===== src/rtl/hpts_pkg.sv =====
// ----------------------------------------------------------------------------
// hpts_pkg: shared types and constants of the haptic pulse train sequencer
// Holds the beat payloads, the command and status codes, the controller
// states and the controller/datapath command and status groups.
// ----------------------------------------------------------------------------
`default_nettype none

package hpts_pkg;

	// Default configuration of the top level.
	localparam int NOTE_DEPTH_DEF      = 64;
	localparam int DUTY_FULL_SCALE_DEF = 512;

	// Microsecond ticks in one second and in one millisecond.
	localparam int TICKS_PER_S = 1000000;
	localparam int US_PER_MS   = 1000;

	// Any 32-bit value divided by 1000 equals (value * REP_MUL) >> REP_SH.
	localparam longint unsigned REP_MUL   = 64'd274877907;
	localparam int              REP_MUL_W = 29;
	localparam int              REP_SH    = 38;

	// Fixed field widths of the timing values.
	localparam int PERIOD_W = 20;
	localparam int PHASE_W  = 26;
	localparam int REP_W    = 23;

	typedef enum logic [1:0] {
		CMD_WRITE = 2'd0,
		CMD_START = 2'd1,
		CMD_TICK  = 2'd2,
		CMD_NONE  = 2'd3
	} hpts_cmd_code_t;

	typedef enum logic [1:0] {
		ST_OK    = 2'd0,
		ST_BUSY  = 2'd1,
		ST_ZERO  = 2'd2,
		ST_RANGE = 2'd3
	} hpts_status_t;

	typedef enum logic [3:0] {
		S_IDLE,
		S_DECODE,
		S_TICK,
		S_LD_CHECK,
		S_LD_EVAL,
		S_P_START,
		S_P_WAIT,
		S_H_MUL,
		S_H_START,
		S_H_WAIT,
		S_R_MUL,
		S_R_START,
		S_R_WAIT,
		S_DONE
	} hpts_state_t;

	typedef struct packed {
		logic [1:0]  cmd;
		logic        channel;
		logic [5:0]  note_index;
		logic [15:0] duty;
		logic [15:0] freq_hz;
		logic [15:0] duration_ms;
		logic [6:0]  note_count;
	} hpts_in_item_t;

	typedef struct packed {
		logic [1:0] status;
		logic       right_level;
		logic       left_level;
		logic       right_busy;
		logic       left_busy;
	} hpts_out_item_t;

	// Commands from the controller to the datapath.
	typedef struct packed {
		logic         in_ready;
		logic         chan;
		logic         mem_wr;
		logic         set_err;
		logic         start_init;
		logic         tick_step;
		logic         rd;
		logic         skip;
		logic         go_idle;
		logic         load_delay;
		logic         latch_note;
		logic         div_start;
		logic         store_period;
		logic         mul_high;
		logic         scale_high;
		logic         store_high;
		logic         mul_rep;
		logic         scale_rep;
		logic         commit;
		logic         out_load;
	} hpts_cmd_t;

	// Status from the datapath to the controller.
	typedef struct packed {
		logic           in_valid;
		hpts_cmd_code_t cmd;
		logic           chan;
		hpts_status_t   err;
		logic           need_load;
		logic           cur_lt_end;
		logic           dur_zero;
		logic           delay_note;
		logic           div_busy;
		logic           div_done;
		logic           out_free;
	} hpts_sts_t;

endpackage

`default_nettype wire


===== src/rtl/hpts_ctrl.sv =====
// ----------------------------------------------------------------------------
// hpts_ctrl: sequencing controller of the pulse train sequencer
// Steps one command through decode, channel ticks, note loading, the period
// division and the scaling steps, then hands the result to the output register.
// ----------------------------------------------------------------------------
`default_nettype none

module hpts_ctrl (
	input  wire logic                clk,
	input  wire logic                arst_n,
	input  wire hpts_pkg::hpts_sts_t sts,
	output hpts_pkg::hpts_cmd_t      cmd
);

	hpts_pkg::hpts_state_t state_q, state_d;
	logic                  chan_q, chan_d;

	always_ff @(posedge clk or negedge arst_n) begin
		if (!arst_n) begin
			state_q <= hpts_pkg::S_IDLE;
			chan_q  <= 1'b0;
		end else begin
			state_q <= state_d;
			chan_q  <= chan_d;
		end
	end

	// Next state and command decode.
	always_comb begin
		hpts_pkg::hpts_state_t after_load;

		cmd     = '0;
		cmd.chan = chan_q;
		state_d = state_q;
		chan_d  = chan_q;

		// A tick goes on to the left channel once the right one is done.
		if (sts.cmd == hpts_pkg::CMD_TICK && !chan_q) begin
			after_load = hpts_pkg::S_TICK;
		end else begin
			after_load = hpts_pkg::S_DONE;
		end

		case (state_q)
			hpts_pkg::S_IDLE: begin
				cmd.in_ready = 1'b1;
				if (sts.in_valid) begin
					state_d = hpts_pkg::S_DECODE;
				end
			end
			hpts_pkg::S_DECODE: begin
				case (sts.cmd)
					hpts_pkg::CMD_WRITE: begin
						cmd.mem_wr = 1'b1;
						state_d    = hpts_pkg::S_DONE;
					end
					hpts_pkg::CMD_START: begin
						cmd.chan = sts.chan;
						chan_d   = sts.chan;
						if (sts.err != hpts_pkg::ST_OK) begin
							cmd.set_err = 1'b1;
							state_d     = hpts_pkg::S_DONE;
						end else begin
							cmd.start_init = 1'b1;
							state_d        = hpts_pkg::S_LD_CHECK;
						end
					end
					hpts_pkg::CMD_TICK: begin
						chan_d  = 1'b0;
						state_d = hpts_pkg::S_TICK;
					end
					default: begin
						state_d = hpts_pkg::S_DONE;
					end
				endcase
			end
			hpts_pkg::S_TICK: begin
				cmd.tick_step = 1'b1;
				if (sts.need_load) begin
					state_d = hpts_pkg::S_LD_CHECK;
				end else if (!chan_q) begin
					chan_d = 1'b1;
				end else begin
					state_d = hpts_pkg::S_DONE;
				end
			end
			hpts_pkg::S_LD_CHECK: begin
				if (sts.cur_lt_end) begin
					cmd.rd  = 1'b1;
					state_d = hpts_pkg::S_LD_EVAL;
				end else begin
					cmd.go_idle = 1'b1;
					if (after_load == hpts_pkg::S_TICK) begin
						chan_d = 1'b1;
					end
					state_d = after_load;
				end
			end
			hpts_pkg::S_LD_EVAL: begin
				if (sts.dur_zero) begin
					cmd.skip = 1'b1;
					state_d  = hpts_pkg::S_LD_CHECK;
				end else if (sts.delay_note) begin
					cmd.load_delay = 1'b1;
					if (after_load == hpts_pkg::S_TICK) begin
						chan_d = 1'b1;
					end
					state_d = after_load;
				end else begin
					cmd.latch_note = 1'b1;
					state_d        = hpts_pkg::S_P_START;
				end
			end
			hpts_pkg::S_P_START: begin
				cmd.div_start = 1'b1;
				state_d       = hpts_pkg::S_P_WAIT;
			end
			hpts_pkg::S_P_WAIT: begin
				if (sts.div_done) begin
					cmd.store_period = 1'b1;
					state_d          = hpts_pkg::S_H_MUL;
				end
			end
			hpts_pkg::S_H_MUL: begin
				cmd.mul_high = 1'b1;
				state_d      = hpts_pkg::S_H_START;
			end
			hpts_pkg::S_H_START: begin
				cmd.scale_high = 1'b1;
				state_d        = hpts_pkg::S_H_WAIT;
			end
			hpts_pkg::S_H_WAIT: begin
				cmd.store_high = 1'b1;
				state_d        = hpts_pkg::S_R_MUL;
			end
			hpts_pkg::S_R_MUL: begin
				cmd.mul_rep = 1'b1;
				state_d     = hpts_pkg::S_R_START;
			end
			hpts_pkg::S_R_START: begin
				cmd.scale_rep = 1'b1;
				state_d       = hpts_pkg::S_R_WAIT;
			end
			hpts_pkg::S_R_WAIT: begin
				cmd.commit = 1'b1;
				if (after_load == hpts_pkg::S_TICK) begin
					chan_d = 1'b1;
				end
				state_d = after_load;
			end
			hpts_pkg::S_DONE: begin
				if (sts.out_free) begin
					cmd.out_load = 1'b1;
					state_d      = hpts_pkg::S_IDLE;
				end
			end
			default: begin
				state_d = hpts_pkg::S_IDLE;
			end
		endcase
	end

endmodule

`default_nettype wire


===== config.mk =====
export PLATFORM = sky130hd
export DESIGN_NAME = hpts_ctrl
export DESIGN_NICKNAME = d
export VERILOG_FILES = /design/src/rtl/hpts_pkg.sv /design/src/rtl/hpts_ctrl.sv
export SDC_FILE = /design/constraint.sdc
export NUM_CORES = 1
export LEC_CHECK = 0
export ABC_AREA = 1
export BUFFER_PORTS_ARGS = -buffer_cell sky130_fd_sc_hd__buf_2
export CORE_ASPECT_RATIO = 1.25
export CORE_MARGIN = 5
export CORE_UTILIZATION = 40
export CTS_BUF_LIST = sky130_fd_sc_hd__clkbuf_4 sky130_fd_sc_hd__clkbuf_8
export CTS_CLUSTER_DIAMETER = 60
export DETAILED_ROUTE_END_ITERATION = 8
export PLACE_DENSITY = 0.72
export SLEW_MARGIN = 5
export SYNTH_ARGS = -nofsm -noshare
export SYNTH_HDL_FRONTEND = slang
export SYNTH_SLANG_ARGS = --single-unit

===== constraint.sdc =====
create_clock -name clk -period 1.3 [get_ports clk]
set_input_delay 0.195 -clock clk [delete_from_list [all_inputs] [get_ports clk]]
set_output_delay 0.195 -clock clk [all_outputs]
set_load 0.02 [all_outputs]

==> summary.md, run 1 <==
| Metric | Value |
|---|---|
| Status | did not finish |
| Halt Stage | 5_1_grt |
| Err | [ERROR GRT-0232] Routing congestion too high. Check the congestion heatmap in the GUI. |
| CTS sink count | 5 |
| Warnings from Yosys | 0 |
| Placed cell area | 1260 µm² |
| Port buffer count | 33 |
| Syn_area_per_cell | 5.08 µm² |
| Clock Tree Buf Depth | 2 |
| Root Buffer | clkbuf_4 |
| Die Y | 60.2 µm |
| Initial Util | 41.2% |
| DP HPWL | 2.51 mm |
| Synthesized flop and latch total | 5 |
| Area of the mapped netlist | 807 µm² |
| Seq/Total Area, Yosys | 15.5% |
| Placer Congestion | 0.988 |
| Worst Endpoint after GRT Repair | cmd[10] |
| Post-Syn Instances | 159 |
| CTS Buf Count | 3 |
| Pre-CTS setup slack | -150 ps |
| Tot GR Track Use | 64.9% |
| GR Overflow Total | 38 |
| Largest net degree at the start of global routing | 6 |
| Cell variety after synth | 15 |
| Worst ep type | output port |
| Chip width | 50.2 µm |
| Syn nets | 178 |
| CTS H-tree depth | 1 |
| IO Pins | 35 |
| Num rows | 18 |
-- repair_timing --
action / CTS
endpoints found under the setup margin: 25
gates resized for setup: 101
hold endpoints to repair: 5
hold buffers: 1
pin swaps: 20
buffers inserted: 17
-- layer usage --
metal | overflow | global-route usage (%)
met3 | 0 | 36.7
met1 | 0 | 63.1
met5 | 0 | 0
met2 | 27 | 88.7
met4 | 11 | 74.9
-- synth_stat cells (all sizes together) --
master	n	area share, %
nand2	46	21
inv	37	17
nor2	33	18
nand3	16	9.9
o21ai	10	6.2
dfrtp	5	16
ha	4	6.2
a21oi	3	1.9
nor3	2	1.2
nor4	1	0.78
o22ai	1	0.78
or2	1	0.78
-- cell families after synthesis --
family / after synthesis / synth area share [%]
buffers and inverters: 37 / 17.2
adders and majority gates: 4 / 6.20
DFF: 5 / 15.5
AOI/OAI and AO/OA: 14 / 8.84
and+or+nand+nor: 99 / 52.2
-- per-stage QoR --
step / util (%) / instances
floorplan: - / 159
global placement: 64.4 / 237
detailed placement: 64.4 / 237
CTS: 87.4 / 258
==> inputs of run 2 (changes only) <==
==> config.mk (replaced) <==
export PLATFORM = sky130hd
export DESIGN_NAME = hpts_ctrl
export DESIGN_NICKNAME = d
export VERILOG_FILES = /design/src/rtl/hpts_pkg.sv /design/src/rtl/hpts_ctrl.sv
export SDC_FILE = /design/constraint.sdc
export NUM_CORES = 1
export LEC_CHECK = 0
export ABC_AREA = 1
export BUFFER_PORTS_ARGS = -buffer_cell sky130_fd_sc_hd__buf_2
export CORE_AREA = 5 5 66 68
export DETAILED_ROUTE_END_ITERATION = 8
export DIE_AREA = 0 0 71 73
export PLACE_DENSITY_LB_ADDON = 0.15
export SLEW_MARGIN = 5
export SYNTH_ARGS = -nofsm -noshare
export SYNTH_HDL_FRONTEND = slang
export SYNTH_SLANG_ARGS = --single-unit
==> constraint.sdc (replaced) <==
create_clock -name clk -period 1.7 [get_ports clk]
set_input_delay 0.255 -clock clk [delete_from_list [all_inputs] [get_ports clk]]
set_output_delay 0.255 -clock clk [all_outputs]
set_load 0.02 [all_outputs]
==> summary.md, run 2 <==
| Metric | Value |
|---|---|
| CTS H-tree depth | 1 |
| Final WS setup | 39.1 ps |
| Crit path time final | 1660 ps |
| Register with the most flip-flops | state_q |
| Share of cells above drive strength 1 | 30.9% |
| Fillers | 463 |
| Largest net degree at the start of global routing | 8 |
| FF-to-FF setup slack | 210 ps |
| Final period util | 97.7% |
| Worst hold slack | 378 ps |
| Final Cell Area | 1220 µm² |
| Syn nets | 178 |
| Number of synthesized flops with an enable pin | 0 |
| Synth async-reset ratio | 100% |
| Drt total wl | 2.84 mm |
| DRT antenna net count | 0 |
| Final slew viol count | 0 |
| Final clock skew | 2.17 ps |
| Setup crit start kind | flop |
| Chip width | 71 µm |
| CP Data Arrival Time | 1410 ps |
| Warnings from Yosys | 0 |
| Initial Util | 21.2% |
| Most common cell after layout, fill and taps aside | nand2_1 |
| Cell variety after synth | 15 |
| CTS Buf Count | 3 |
| Num rows | 23 |
| Crit-path max FO | 7 |
| Post-Syn Instances | 159 |
| DP HPWL | 2.42 mm |
| Port buffer count | 33 |
| First-pass GRT wire length | 4.42 mm |
| IO Pins | 35 |
| First drt pass iteration count | 4 |
| Area of the mapped netlist | 807 µm² |
| Setup crit end kind | primary output |
| Placer Congestion | 0.848 |
| Synthesized flop and latch total | 5 |
| HP Class | in -> async |
| Worst-Skew Late Latency | 220 ps |
| Endpoints failing setup | 0 |
| Max VDD drop | 0.558 mV |
| Synth Flop Type | dfrtp_1 |
| GR Overflow Total | 0 |
| Area leader, netlist | nand2_1 |
| Ranking of synthesized cells by area | nand2_1 (21%), inv_1 (17%), dfrtp_1 (16%) |
| Routed wire length per instance | 11.0 µm |
| Vias | 1067 |
| Max reg flops | 4 |
| Final Hold Fails | 0 |
| Vias per cell | 4.15 |
| Count leader, synth | nand2_1 |
| Seq/Total Area, Yosys | 15.5% |
| Clock-pin slew on the worst setup and hold paths | 40 ps |
| Syn_area_per_cell | 5.08 µm² |
| Synth cell count leaders | nand2_1 (46), inv_1 (36), nor2_1 (28), nand3_1 (16), o21ai_0 (10) |
| Max_cap viols | 0 |
| Final setup TNS | 0 ps |
| CTS sink count | 5 |
| Worst slew margin | 81.0% |
| Diodes inserted | 0 |
| Placed cell area | 1080 µm² |
| Root Buffer | clkbuf_8 |
| Commonest cells after routing, fill and taps aside | nand2_1 (44), inv_1 (34), buf_2 (29), nor2_1 (25), nand3_1 (16) |
| DRC violations left | 0 |
| Clock Tree Buf Depth | 2 |
| Max Fclk | 0.602 GHz |
| Number of DRC markers in iteration 0 | 33 |
| Core ar. | 3800 µm² |
| Initial antenna violation count | 0 |
| Status | completed |
| Worst-margin pin slew | 283 ps |
| CP required | 1440 ps |
| Die Y | 73 µm |
| Setup CP Type | reg -> out |
| Share of the synthesized area in the top cell type | 21.4% |
| Lkg Pwr | 0.808 nW |
| Vias in the first global route | 1018 |
| Die ar. | 5180 µm² |
| Synth-to-layout area growth | 51.8% |
| Tot GR Track Use | 10.9% |
| RSZ-0062 raised after global routing | yes |
| Pwr dens | 1510 nW/µm² |
| Biggest regs | state_q (4), chan_q (1) |
| CTS tree | built |
| Pre-CTS setup slack | 162 ps |
| Nets@finish | 227 |
run 2: cell counts after synthesis:
No cell type changed its count.
run 2: final timing paths:
path                       depth (start not counted)                    from                      to
max in group asynchronous                          2                  arst_n  state_q[2]$_DFFE_PN0P_
hold reg to reg                                    2      chan_q$_DFFE_PN0P_      chan_q$_DFFE_PN0P_
hold / removal                                     2                  arst_n      chan_q$_DFFE_PN0P_
setup / recovery                                   8  state_q[2]$_DFFE_PN0P_                 cmd[18]
min in group clk                                   4                  sts[0]  state_q[0]$_DFFE_PN0P_
setup reg to reg                                   8  state_q[1]$_DFFE_PN0P_  state_q[0]$_DFFE_PN0P_
run 2: critical path: stages (launching register included):
cell and delay (ps):
dfrtp_2 450, nor2_4 130, inv_2 50, nor2_4 120
inv_4 60, nor2_4 100, nand2_1 50, o21ai_1 70
buf_4 150
run 2: power by group:
part	internal (mW)	switching, mW
Combinational	0.500	0.858
Clock	0.161	0.0588
Sequential	0.189	0.0845
Total	0.849	1.00
run 2: cells by family (layout without fill, tap and decap cells):
family	after synthesis	count (layout)	synth area share (%)
simple gates	99	99	52.2
compound gates	14	14	8.84
flops	5	5	15.5
buf+inv	37	85	17.2
fa+ha+maj	4	4	6.20
run 2: metal layers:
layer	wire length [µm]	vias up	part of all wire, %	GRT usage (%)
li1	-	578	-	-
met1	1340	456	47	13.1
met2	1330	29	47	19.2
met3	120	4	4.2	2.48
met4	51	0	1.8	3.97
met5	0	-	0	0
run 2: layout make-up:
class	instances	area (µm²)	share of cell area (%)
well taps	50	62.6	5.11
inverters	37	141	11.5
multi-input cells	117	587	47.9
repair buffers	44	260	21.2
clock buffers	4	45.0	3.68
flip-flops and latches	5	129	10.5
run 2: repair_timing:
item	in CTS	in global routing
resized for setup	4	17
buffers inserted	2	3
hold buffers	1	0
endpoints found under the hold margin	5	0
setup endpoints to repair	3	5
pin swaps	0	4
run 2: stage by stage:
stage          util [%]  std cells  total power, mW
2_1_floorplan         -        159             1.06
3_3_place_gp       28.4        247             1.48
3_5_place_dp       28.4        247             1.46
4_1_cts            30.4        254             1.73
5_1_grt            32.2        257             2.02
6_report           32.2        257             1.85
No activity file was read; power rests on OpenSTA's default activity.
==> inputs of run 3 (changes only) <==
--- a/config.mk
+++ b/config.mk
@@ -11,6 +11,8 @@
 export DETAILED_ROUTE_END_ITERATION = 8
 export DIE_AREA = 0 0 71 73
 export PLACE_DENSITY_LB_ADDON = 0.15
+export RECOVER_POWER = 50
+export REMOVE_ABC_BUFFERS = 1
 export SLEW_MARGIN = 5
 export SYNTH_ARGS = -nofsm -noshare
 export SYNTH_HDL_FRONTEND = slang
==> summary.md, run 3 (synthesis gave the netlist of run 2 again) <==
| Metric | Value |
|---|---|
| Status | completed |
| Max Fclk | 0.605 GHz |
| Cell repeated most along the worst path | nor2_4 |
| Worst slew margin | 80.1% |
| Tot GR Track Use | 10.8% |
| Chip width | 71 µm |
| DRC violations left | 0 |
| Max_cap viols | 0 |
| WHS Path Cells | 4 |
| CTS Buf Count | 3 |
| Met2 WL | 1.36 mm |
| # placed instances | 245 |
| CTS tree | built |
| Largest net degree at the start of global routing | 8 |
| Drt total wl | 2.75 mm |
| Final WS setup | 47.0 ps |
| Max reg flops | 4 |
| Commonest cells after routing, fill and taps aside | nand2_1 (43), inv_1 (34), buf_2 (28), nor2_1 (24), nand3_1 (16) |
| Diodes inserted | 0 |
| Largest stage delay, worst path | 440 ps |
| CP startpoint | state_q[2]$_DFFE_PN0P_ |
| Clock-pin slew on the worst setup and hold paths | 40 ps |
| Setup crit start kind | flop |
| Pwr dens | 1540 nW/µm² |
| IO Pins | 35 |
| Max VDD drop | 0.527 mV |
| Vias per cell | 4.22 |
| WP buf/inv | 3 |
| Setup crit end kind | primary output |
| CTS sink count | 5 |
| Most common cell after layout, fill and taps aside | nand2_1 |
| Die ar. | 5180 µm² |
| Clock Tree Buf Depth | 2 |
| Slowest-stage cell, CP | dfrtp_2 |
| Number of cells on the critical path | 8 |
| Worst-margin pin slew | 296 ps |
| Port buffer count | 33 |
| Placed cell area | 1060 µm² |
| Endpoints failing setup | 0 |
| Biggest regs | state_q (4), chan_q (1) |
| Num rows | 23 |
| Initial Util | 21.2% |
| Core ar. | 3800 µm² |
| Reg2reg end | state_q[0]$_DFFE_PN0P_ |
| GR Overflow Total | 0 |
| Setup CP Type | reg -> out |
| Worst-Skew Late Latency | 220 ps |
| Nets@finish | 223 |
| WL met1 | 1.23 mm |
| Final clock skew | 3.22 ps |
| Final Hold Fails | 0 |
| DP HPWL | 2.41 mm |
| FF-to-FF setup slack | 160 ps |
| Vias in the first global route | 1035 |
| Register with the most flip-flops | state_q |
| Root Buffer | clkbuf_8 |
| Critical-path cell list | nor2_4 > inv_2 > nor2_4 > inv_2 > nor2_4 > nand2_1 > o21ai_1 > buf_4 |
| RSZ-0062 raised after global routing | yes |
| Reg2Reg Depth | 9 |
| Share of cells above drive strength 1 | 28.6% |
| Worst setup path end | cmd[18] |
| Final period util | 97.2% |
| Final slew viol count | 0 |
| Die Y | 73 µm |
| Routed wl met3 | 143 µm |
| Vias | 1068 |
| Top layer reached by signal wires | met4 |
| CP required | 1440 ps |
| First drt pass iteration count | 4 |
| Crit-path max FO | 6 |
| CP Data Arrival Time | 1400 ps |
| Number of DRC markers in iteration 0 | 49 |
| Initial antenna violation count | 0 |
| Post-route insts no fill | 253 |
| Reg2reg start | state_q[2]$_DFFE_PN0P_ |
| Placer Congestion | 0.795 |
| Crit path time final | 1650 ps |
| Final Cell Area | 1180 µm² |
| CTS H-tree depth | 1 |
| First-pass GRT wire length | 4.51 mm |
| DRT antenna net count | 0 |
| Worst hold slack | 407 ps |
| HP Class | in -> reg |
| Synth-to-layout area growth | 46.0% |
| Lkg Pwr | 0.773 nW |
| Tot Pwr | 1.81 mW |
| Routed wire length per instance | 10.9 µm |
| Pre-CTS setup slack | 150 ps |
| Critical path's top delay family | flip-flops |
-- run 3: cell types whose count changed in the layout (fill, tap and decap cells not counted), sizes merged --
cell and delta:
buf -7, clkbuf +3
-- run 3: timing repair --
| action | 4_1_cts | 5_1_grt |
|---|---|---|
| setup buffers | 0 | 3 |
| pin swaps | 1 | 4 |
| resized for setup | 6 | 14 |
| cloned | 0 | 0 |
| setup endpoints to repair | 4 | 6 |
| hold endpoints to repair | 5 | 0 |
| hold buffers | 1 | 0 |
-- run 3: final cells by class --
| type | instances | area [µm²] |
|---|---|---|
| repair buffers | 40 | 221 |
| inverters | 37 | 139 |
| well taps | 50 | 62.6 |
| fillers | 462 | 2620 |
| flip-flops and latches | 5 | 130 |
| clock buffers | 4 | 45.0 |
| multi-input cells | 117 | 581 |
-- run 3: per-stage QoR --
stage / util, % / setup TNS, ps
detailed placement: 27.8 / 0
CTS: 29.5 / -12.4
finish: 31.0 / 0
global placement: 27.8 / 0
floorplan: - / -64.1
global route: 31.0 / -100
-- run 3: power by group --
| group | internal [mW] | total, mW | switching, mW |
|---|---|---|---|
| Combinational | 0.464 | 1.31 | 0.846 |
| Clock | 0.161 | 0.221 | 0.0599 |
| Sequential | 0.191 | 0.279 | 0.0886 |
| Total | 0.816 | 1.81 | 0.995 |
-- run 3: how the worst min path moves through the flow --
stage / endpoint / slack (ps) / from
after global placement: state_q[2]$_DFFE_PN0P_ / 80 / arst_n
after floorplan: chan_q$_DFFE_PN0P_ / -40 / arst_n
after global routing: state_q[0]$_DFFE_PN0P_ / 440 / sts[0]
final: state_q[0]$_DFFE_PN0P_ / 410 / sts[0]
after CTS: state_q[0]$_DFFE_PN0P_ / 370 / arst_n
after detailed placement: state_q[2]$_DFFE_PN0P_ / 80 / arst_n
-- run 3: worst min-delay path, delay by kind of cell --
kind | cells | cell delay, ps
simple gates | 2 | 220
buf+inv | 2 | 110
-- run 3: routing by layer --
| metal | global-route usage [%] | up-vias |
|---|---|---|
| li1 | - | 576 |
| met1 | 13.3 | 464 |
| met2 | 19.5 | 25 |
| met3 | 1.65 | 3 |
| met4 | 3.13 | 0 |
| met5 | 0 | - |
==> inputs of run 4 (changes only) <==
--- a/config.mk
+++ b/config.mk
@@ -13,6 +13,7 @@
 export PLACE_DENSITY_LB_ADDON = 0.15
 export RECOVER_POWER = 50
 export REMOVE_ABC_BUFFERS = 1
+export SETUP_SLACK_MARGIN = 0.3
 export SLEW_MARGIN = 5
 export SYNTH_ARGS = -nofsm -noshare
 export SYNTH_HDL_FRONTEND = slang
==> constraint.sdc (replaced) <==
create_clock -name clk -period 1.6 [get_ports clk]
set_input_delay 0.24 -clock clk [delete_from_list [all_inputs] [get_ports clk]]
set_output_delay 0.24 -clock clk [all_outputs]
set_load 0.02 [all_outputs]
==> summary.md, run 4 (synthesis gave the netlist of run 2 again) <==
| Metric | Value |
|---|---|
| Reg2Reg Depth | 8 |
| Endpoints failing setup | 2 |
| Synth-to-layout area growth | 79.2% |
| Setup crit end kind | primary output |
| Initial antenna violation count | 0 |
| Final period util | 101% |
| Die Y | 73 µm |
| Setup CP Type | reg -> out |
| Placer Congestion | 0.806 |
| CP required | 1360 ps |
| IO Pins | 35 |
| Crit-path max FO | 7 |
| First-pass GRT wire length | 5.11 mm |
| Diodes inserted | 0 |
| Failing checks | setup timing |
| Drt total wl | 3.00 mm |
| Final Hold Fails | 0 |
| First drt pass iteration count | 4 |
| Core ar. | 3800 µm² |
| Final slew viol count | 0 |
| Final setup TNS | -18.3 ps |
| DRT antenna net count | 0 |
| Initial Util | 21.2% |
| FF-to-FF setup slack | 120 ps |
| Worst-Skew Late Latency | 220 ps |
| Clock Tree Buf Depth | 2 |
| Critical-path cell list | nor2_4 > buf_4 > nand2_1 > buf_4 > inv_1 > buf_2 |
| CTS tree | built |
| Fin util | 38.1% |
| Vias in the first global route | 1152 |
| CTS sink count | 5 |
| Biggest regs | state_q (4), chan_q (1) |
| CTS H-tree depth | 1 |
| HP Class | in -> async |
| Clock-pin slew on the worst setup and hold paths | 40 ps |
| Lkg Pwr | 0.861 nW |
| Vias | 1138 |
| Crit path time final | 1620 ps |
| Routed wire length per instance | 11.2 µm |
| Tot Pwr | 2.35 mW |
| Worst setup path end | cmd[14] |
| Chip width | 71 µm |
| CP Data Arrival Time | 1380 ps |
| Number of DRC markers in iteration 0 | 44 |
| Final WS setup | -17.6 ps |
| Max reg flops | 4 |
| Commonest cells after routing, fill and taps aside | nand2_1 (36), buf_4 (31), inv_1 (26), nor2_1 (20), nand3_1 (16) |
| Max Fclk | 0.618 GHz |
| Register with the most flip-flops | state_q |
| Num rows | 23 |
| Nets@finish | 239 |
| Port buffer count | 33 |
| Pwr dens | 1630 nW/µm² |
| CTS Buf Count | 3 |
| Tot GR Track Use | 12.3% |
| Largest stage delay, worst path | 430 ps |
| Worst slew margin | 71.9% |
| DP HPWL | 2.44 mm |
| Root Buffer | clkbuf_8 |
| Reg2reg start | state_q[2]$_DFFE_PN0P_ |
| Reg2reg end | state_q[0]$_DFFE_PN0P_ |
| Setup crit start kind | flop |
| Die ar. | 5180 µm² |
| Final clock skew | 0.957 ps |
| GR Overflow Total | 0 |
| DRC violations left | 0 |
| RSZ-0062 raised after global routing | yes |
| CP startpoint | state_q[3]$_DFFE_PN0P_ |
| Max_cap viols | 0 |
| Largest net degree at the start of global routing | 8 |
| Vias per cell | 4.23 |
| Slowest-stage cell, CP | dfrtp_2 |
| Max VDD drop | 0.683 mV |
| Most common cell after layout, fill and taps aside | nand2_1 |
| Worst-margin pin slew | 417 ps |
| Status | finished, violations left |
| Share of cells above drive strength 1 | 44.7% |
| Cell repeated most along the worst path | buf_4 |
[run 4: cell count changes in the layout (fill, tap and decap cells not counted), moves of 4 or more]
| cell | previous run | this run |
|---|---|---|
| buf_2 | 28 | 15 |
| nor2_1 | 24 | 20 |
| buf_4 | 8 | 31 |
| inv_1 | 34 | 26 |
| nand2_2 | 3 | 9 |
| buf_6 | 0 | 8 |
| inv_2 | 3 | 9 |
| nand2_1 | 43 | 36 |
[run 4: worst max-delay path, delay by kind of cell, from the launching register on]
family,cells,cell delay (ps)
DFF,1,430
and+or+nand+nor,2,220
buffers and inverters,4,510
[run 4: per-stage QoR]
step | std cells | area, µm² | setup WS [ps] | hold WS, ps
after floorplan | 159 | 807 | -149 | -55.6
after global placement | 248 | 1080 | 74.6 | 62.8
after detailed placement | 248 | 1080 | 71.4 | 62.6
after CTS | 266 | 1390 | -48.4 | 366
after global routing | 269 | 1450 | -83.3 | 444
final | 269 | 1450 | -17.6 | 409
[run 4: area by class of cell]
| class | count | area, µm² |
|---|---|---|
| multi-input cells | 117 | 653 |
| inverters | 37 | 144 |
| fillers | 449 | 2350 |
| well taps | 50 | 62.6 |
| flip-flops and latches | 5 | 130 |
| clock buffers | 4 | 45.0 |
| repair buffers | 56 | 412 |
[run 4: where the power goes]
group | switching, mW | total (mW) | internal (mW) | leakage (nW)
sequential | 0.100 | 0.303 | 0.203 | 0.0577
combinational | 1.06 | 1.82 | 0.754 | 0.781
clock | 0.0618 | 0.233 | 0.171 | 0.0228
[run 4: how the worst min path moves through the flow]
| stage | to | slack (ps) |
|---|---|---|
| 3_3_place_gp | state_q[3]$_DFFE_PN0P_ | 60 |
| 6_report | state_q[0]$_DFFE_PN0P_ | 410 |
| 2_1_floorplan | chan_q$_DFFE_PN0P_ | -60 |
| 3_5_place_dp | state_q[3]$_DFFE_PN0P_ | 60 |
| 5_1_grt | state_q[0]$_DFFE_PN0P_ | 440 |
| 4_1_cts | state_q[0]$_DFFE_PN0P_ | 370 |
[run 4: routing by layer]
layer  routed length [µm]  part of all wire [%]  up-vias  global-route usage [%]
met2                 1540                    51       22                    23.3
met3                  111                   3.7        4                    1.65
li1                     -                     -      606                       -
met5                    0                     0        -                       0
met4                   30                   1.0        0                    3.76
met1                 1320                    44      506                    14.2
[run 4: repair_timing]
item / 4_1_cts / 5_1_grt
setup buffers: 13 / 3
gates resized for setup: 62 / 12
pin swaps: 7 / 5
endpoints found under the hold margin: 5 / 0
endpoints found under the setup margin: 25 / 25
hold buffers: 1 / 0
